<file path="src/rtl/ipr_pkg.sv">
// ----------------------------------------------------------------------------
// ipr_pkg
// Shared types and codes of the image plane rotator: register indexes,
// rotation codes, channel widths and the controller to datapath structs.
// ----------------------------------------------------------------------------
package ipr_pkg;

    // channel widths fixed by the item format
    localparam int PIX_IO_W   = 32;
    localparam int CFG_IDX_W  = 2;
    localparam int CFG_DATA_W = 9;

    // configuration register indexes
    localparam logic [CFG_IDX_W-1:0] CFG_ROTATION     = 2'd0;
    localparam logic [CFG_IDX_W-1:0] CFG_PLANE_WIDTH  = 2'd1;
    localparam logic [CFG_IDX_W-1:0] CFG_PLANE_HEIGHT = 2'd2;

    // rotation codes, the unused code behaves as a half turn
    localparam logic [1:0] ROT_LEFT  = 2'd0;
    localparam logic [1:0] ROT_RIGHT = 2'd1;
    localparam logic [1:0] ROT_HALF  = 2'd2;

    // input word modes
    localparam logic MODE_LOAD  = 1'b0;
    localparam logic MODE_FETCH = 1'b1;

    typedef enum logic [1:0] {
        ST_IDLE = 2'b01,
        ST_READ = 2'b10
    } t_ctrl_state;

    typedef struct packed {
        logic load;     // write accepted pixel to its rotated address
        logic fetch;    // read next pixel of the rotated plane
        logic reject;   // fetch before plane complete
        logic capture;  // store read data into output register
    } t_dp_cmd;

    typedef struct packed {
        logic plane_ready;
        logic out_full;
    } t_dp_status;

endpackage

</file>
<file path="src/rtl/ipr_ctrl.sv">
// ----------------------------------------------------------------------------
// ipr_ctrl
// Controller of the rotator: accepts words and sequences the store read of
// a fetch into the output register.
// ----------------------------------------------------------------------------
module ipr_ctrl
    import ipr_pkg::*;
(
    input  logic       i_clk,
    input  logic       i_rst_n,
    input  logic       i_in_valid,
    input  logic       i_in_mode,
    input  logic       i_out_ready,
    input  t_dp_status i_status,
    output logic       o_in_ready,
    output t_dp_cmd    o_cmd
);
    t_ctrl_state r_state;
    t_ctrl_state n_state;
    logic        accept;

    // output register must be free, or emptied this cycle, before a new word
    assign o_in_ready = (r_state == ST_IDLE) && (!i_status.out_full || i_out_ready);
    assign accept     = i_in_valid && o_in_ready;

    always_comb begin
        o_cmd.load    = accept && (i_in_mode == MODE_LOAD);
        o_cmd.fetch   = accept && (i_in_mode == MODE_FETCH) && i_status.plane_ready;
        o_cmd.reject  = accept && (i_in_mode == MODE_FETCH) && !i_status.plane_ready;
        o_cmd.capture = (r_state == ST_READ);
    end

    always_comb begin
        case (r_state)
            ST_IDLE: begin
                n_state = o_cmd.fetch ? ST_READ : ST_IDLE;
            end
            ST_READ: begin
                n_state = ST_IDLE;
            end
            default: begin
                n_state = ST_IDLE;
            end
        endcase
    end

    always_ff @(posedge i_clk) begin
        if (!i_rst_n) begin
            r_state <= ST_IDLE;
        end else begin
            r_state <= n_state;
        end
    end
endmodule

</file>
<file path="config.mk">
export PLATFORM = sky130hd
export DESIGN_NAME = ipr_ctrl
export DESIGN_NICKNAME = d
export VERILOG_FILES = /design/src/rtl/ipr_pkg.sv /design/src/rtl/ipr_ctrl.sv
export SDC_FILE = /design/constraint.sdc
export NUM_CORES = 1
export LEC_CHECK = 0
export ABC_AREA = 1
export BUFFER_PORTS_ARGS = -buffer_cell sky130_fd_sc_hd__buf_2
export CAP_MARGIN = 20
export CELL_PAD_IN_SITES_DETAIL_PLACEMENT = 1
export CELL_PAD_IN_SITES_GLOBAL_PLACEMENT = 1
export CORE_AREA = 10 10 47 49
export DETAILED_ROUTE_END_ITERATION = 8
export DIE_AREA = 0 0 57 59
export PLACE_DENSITY_LB_ADDON = 0.12
export SYNTH_ARGS = -nofsm -noshare
export SYNTH_HDL_FRONTEND = slang
export SYNTH_SLANG_ARGS = --single-unit
</file>
<file path="constraint.sdc">
create_clock -name i_clk -period 1.84 [get_ports i_clk]
set_input_delay 0.276 -clock i_clk [delete_from_list [all_inputs] [get_ports i_clk]]
set_output_delay 0.276 -clock i_clk [all_outputs]
set_load 0.03 [all_outputs]
</file>
* Yosys cells after proc, flatten, opt, wreduce, memory -nomap -nowiden
Index checks and enable logic that the tools add are counted.
Word-level totals: bits in registers 2, input port bits 7, output and inout bits 5
Operators by class: equal/unequal tests 2, muxes and demuxes 1, bitwise gates (word level) 1, reduce and logical (&&, ||, !) cells 10
Operator list (count):
- logical AND 1 bit | 6
- equality test 2 x 1 -> 1 bit, second input constant | 1
- equality test 2 bit, second input constant | 1
- logical NOT 1 bit | 2
- two-way mux 2 bit | 1
- AND reduction 2 bit | 1
- logical OR 1 bit | 1
- inverter 1 bit | 1

* Logic depth before layout (Yosys ltp)
depth in word-level cells 7, gate-level depth with buffers 5

* Worst setup path before layout
OpenSTA, ideal clock, no wires.
path type reg2out, start register r_state[1], end output port o_cmd[3] in the netlist's numbering, arrival 1242 ps, data required time 1564 ps, setup slack 322 ps, stages on the path, launching flop included 6, path buffers 0, path through dfxtp_1 > inv_1 > nand2_1 > nor2_2 > nand2_1 > nor2_1
RTL lines:
- start: declaration | RTL line ipr_ctrl.sv:18 | t_ctrl_state r_state;
- start signal: assignment | RTL line ipr_ctrl.sv:51 | r_state <= n_state;
- end: declaration | RTL line ipr_ctrl.sv:16 | output t_dp_cmd o_cmd

==> summary.md <==
| Metric | Value |
|---|---|
| Status | completed |
| FF+latch area | 40.04 sq um |
| Clock transition at path regs | around 30 ps |
| Synth area leader | dfxtp_1 |
| Crit Path Category | reg2out |
| Fin. max-slew vios | 0 |
| Finished Core Util | between 15 and 20% |
| Post-route setup TNS | 0 ps |
| Commonest cells post-synth | inv_1 (6), nand2_1 (5), nor2_1 (5), nor2_2 (3), dfxtp_1 (2) |
| Count leader, synth | inv_1 |
| Largest register FFs | 2 |
| Final setup viols | 0 |
| Remaining routing DRC violations | 0 |
| Largest family of logic cells by synthesized area | simple AND/OR/NAND/NOR gates |
| Fin Hold WS | ~310 ps |
| Initial antenna violation count | 0 |
| Worst Tran Pin Value | roughly 170 ps |
| Via density | 3.472 |
| YS warnings | 0 |
| Class of the worst hold path | in2reg |
| Largest net degree at the start of global routing | 4 |
| Hold Crit Depth | 3 |
| Xor/xnor share of the synthesized area | 0% |
| Sink Count | 2 |
| Top cell type's share of synthesized area | roughly 29% |
| Maxcap violations | 0 |
| Final setup skew | ~3.8 ps |
| Vias in the first global route | about 200 |
| TritonCTS clock tree | done |
| Critical Path Fanout Max | 3 |
| GR Overflow Total | 0 |
| Sequential share of the synthesized area | between 20 and 30% |
| DRT Wirelength | ~500 um |
| Share of cells above drive strength 1 | between 40% and 50% |
| Multi-input gate area | about 75 sq um |
| Die Width | around 57 um |
| PnR worst setup slack | about 430 ps |
| Rel. slew slack | between 80 and 90% |
| Buffers on Ports | 11 |
| Multiplexer area fraction after synthesis | 0% |
| Post_cts resized | 0 |
| Number of H-tree levels | 1 |
| First-pass GRT wire length | about 770 um |
| 1st-iter DRT viols | 1 |
| Clock latency at the later pin of the worst-skew pair | between 200 and 250 ps |
| Root Driver | clkbuf_4 |
| VDD IR-drop max | between 0.0002 and 0.00025 V |
| Cell Area, Synth | 137.6 sq um |
| Wire per inst | approximately 9.4 um |
| Ant. Diodes | 0 |
| Largest Register | r_state |
| Post-Synth Adder-Cell Area | 0% |
| Fin area | around 240 sq um |
| Layout area overhead | 70.91% |
| Unique cell type count in the Yosys netlist | 7 |
| Chip height | slightly below 60 um |
| Synth area leaders | dfxtp_1 (29%), inv_1 (16%), nand2_1 (14%) |
| PwrDens | about 760 nW/um^2 |
| P_leak | between 0.15 and 0.2 nW |
| EDFF count, synth | 0 |
| Post-CTS Setup Bufs | 0 |
| Die ar. | 3363 sq um |
| Worst Path Arrival | roughly 1100 ps |
| Hold Vio Cnt, Final | 0 |
| Compound-Gate Fraction of Synth Area | 0% |
| Top-Level Pins | 12 |
| Tcrit/Tclk final | approximately 77% |
| Synthesized area per cell | 5.984 sq um |
| Fin crit period | 1414 ps |
| Synth async-reset ratio | 0% |
| Placed Area | 212.7 sq um |
| Layout Nets | 46 |
| DRT Pass-1 Iters | 2 |
| Crit path required time | about 1600 ps |
| Antenna viol nets, final | 0 |
| Fmax | 707.1 MHz |
| Post-synthesis simple-gate area fraction | between 50 and 60% |
| DP Worst Slack | approximately 620 ps |
| Prevailing post-synth register cell | dfxtp_1 |
| Maximum root-to-sink buffer count | 2 |
| Hold_buf cts | 0 |
| Placer Congestion | between 0.6 and 0.7 |
| Mapped Nets | 30 |
| Reg2Reg Depth | 5 |
| Synthesized flop and latch total | 2 |
| Post-Syn Instances | 23 |
| Startpoint types | register |
| CP Capture Type | primary output |
| Row cnt | 14 |
| Initial core utilization | about a tenth |
| Via count | 184 |
| Largest registers | r_state (2) |
| # fillers | between 150 and 200 |
| Num CTS Buffers | 3 |
| GR Util All Layers | under 10% |
| Unrepaired setup endpoints after global routing | no |
| Core area | between 1000 and 1500 sq um |
[layout make-up]
type                            count  area share (%)
Multi-Input combinational cell     15           31.91
Timing Repair Buffer               11           23.40
Sequential cell                     2           17.02
Clock buffer                        3           9.574
Inverter                            6           9.574
Tap cell                           16           8.511
[final timing paths]
| kind | startpoint | endpoint | slack [ps] |
|---|---|---|---|
| worst max-delay path | r_state[0] | o_cmd[2] | 430 |
| worst min-delay path | i_rst_n | r_state[1] | 310 |
| worst max register to register | r_state[0] | r_state[0] | 970 |
| worst min register to register | r_state[1] | r_state[1] | 540 |
[worst max-delay path, stage by stage, from the launching register on]
cell and delay [ps]:
dfxtp_1 330, inv_1 50, nor2_2 110, nand4_2 100
nor2_2 110, buf_2 210
[cell usage in the layout (no fill, tap or decap)]
master and count:
buf_2 11, clkbuf_4 3, dfxtp_1 2, inv_1 6, nand2_1 5, nand4_1 1, nand4_2 1, nor2_1 5
nor2_2 3
[layer usage]
layer	GRT usage (%)	part of all wire [%]	vias up	wire length, um
li1	-	-	95	-
met1	2.007	34	83	169
met2	5.271	52	6	261
met3	3.648	13	0	67
met4	2.013	0	0	0
met5	0	0	-	0
[logic make-up (layout without fill, tap and decap cells)]
group / Yosys count / after routing
buf+inv: 6 / 20
flops: 2 / 2
simple gates: 15 / 15
[where the power goes]
part / switching [mW] / internal (mW) / total [mW]
logic: 0.0240 / 0.0130 / 0.0370
registers: 0.000649 / 0.0448 / 0.0454
clock network: 0.0241 / 0.0719 / 0.0959
total: 0.0487 / 0.130 / 0.178
[per-stage QoR]
step,cells,power [mW]
2_1_floorplan,23,0.06818
3_3_place_gp,50,0.08380
3_5_place_dp,50,0.08408
4_1_cts,53,0.1864
5_1_grt,53,0.1927
6_report,53,0.1784
(Power assumes the default switching activity.)
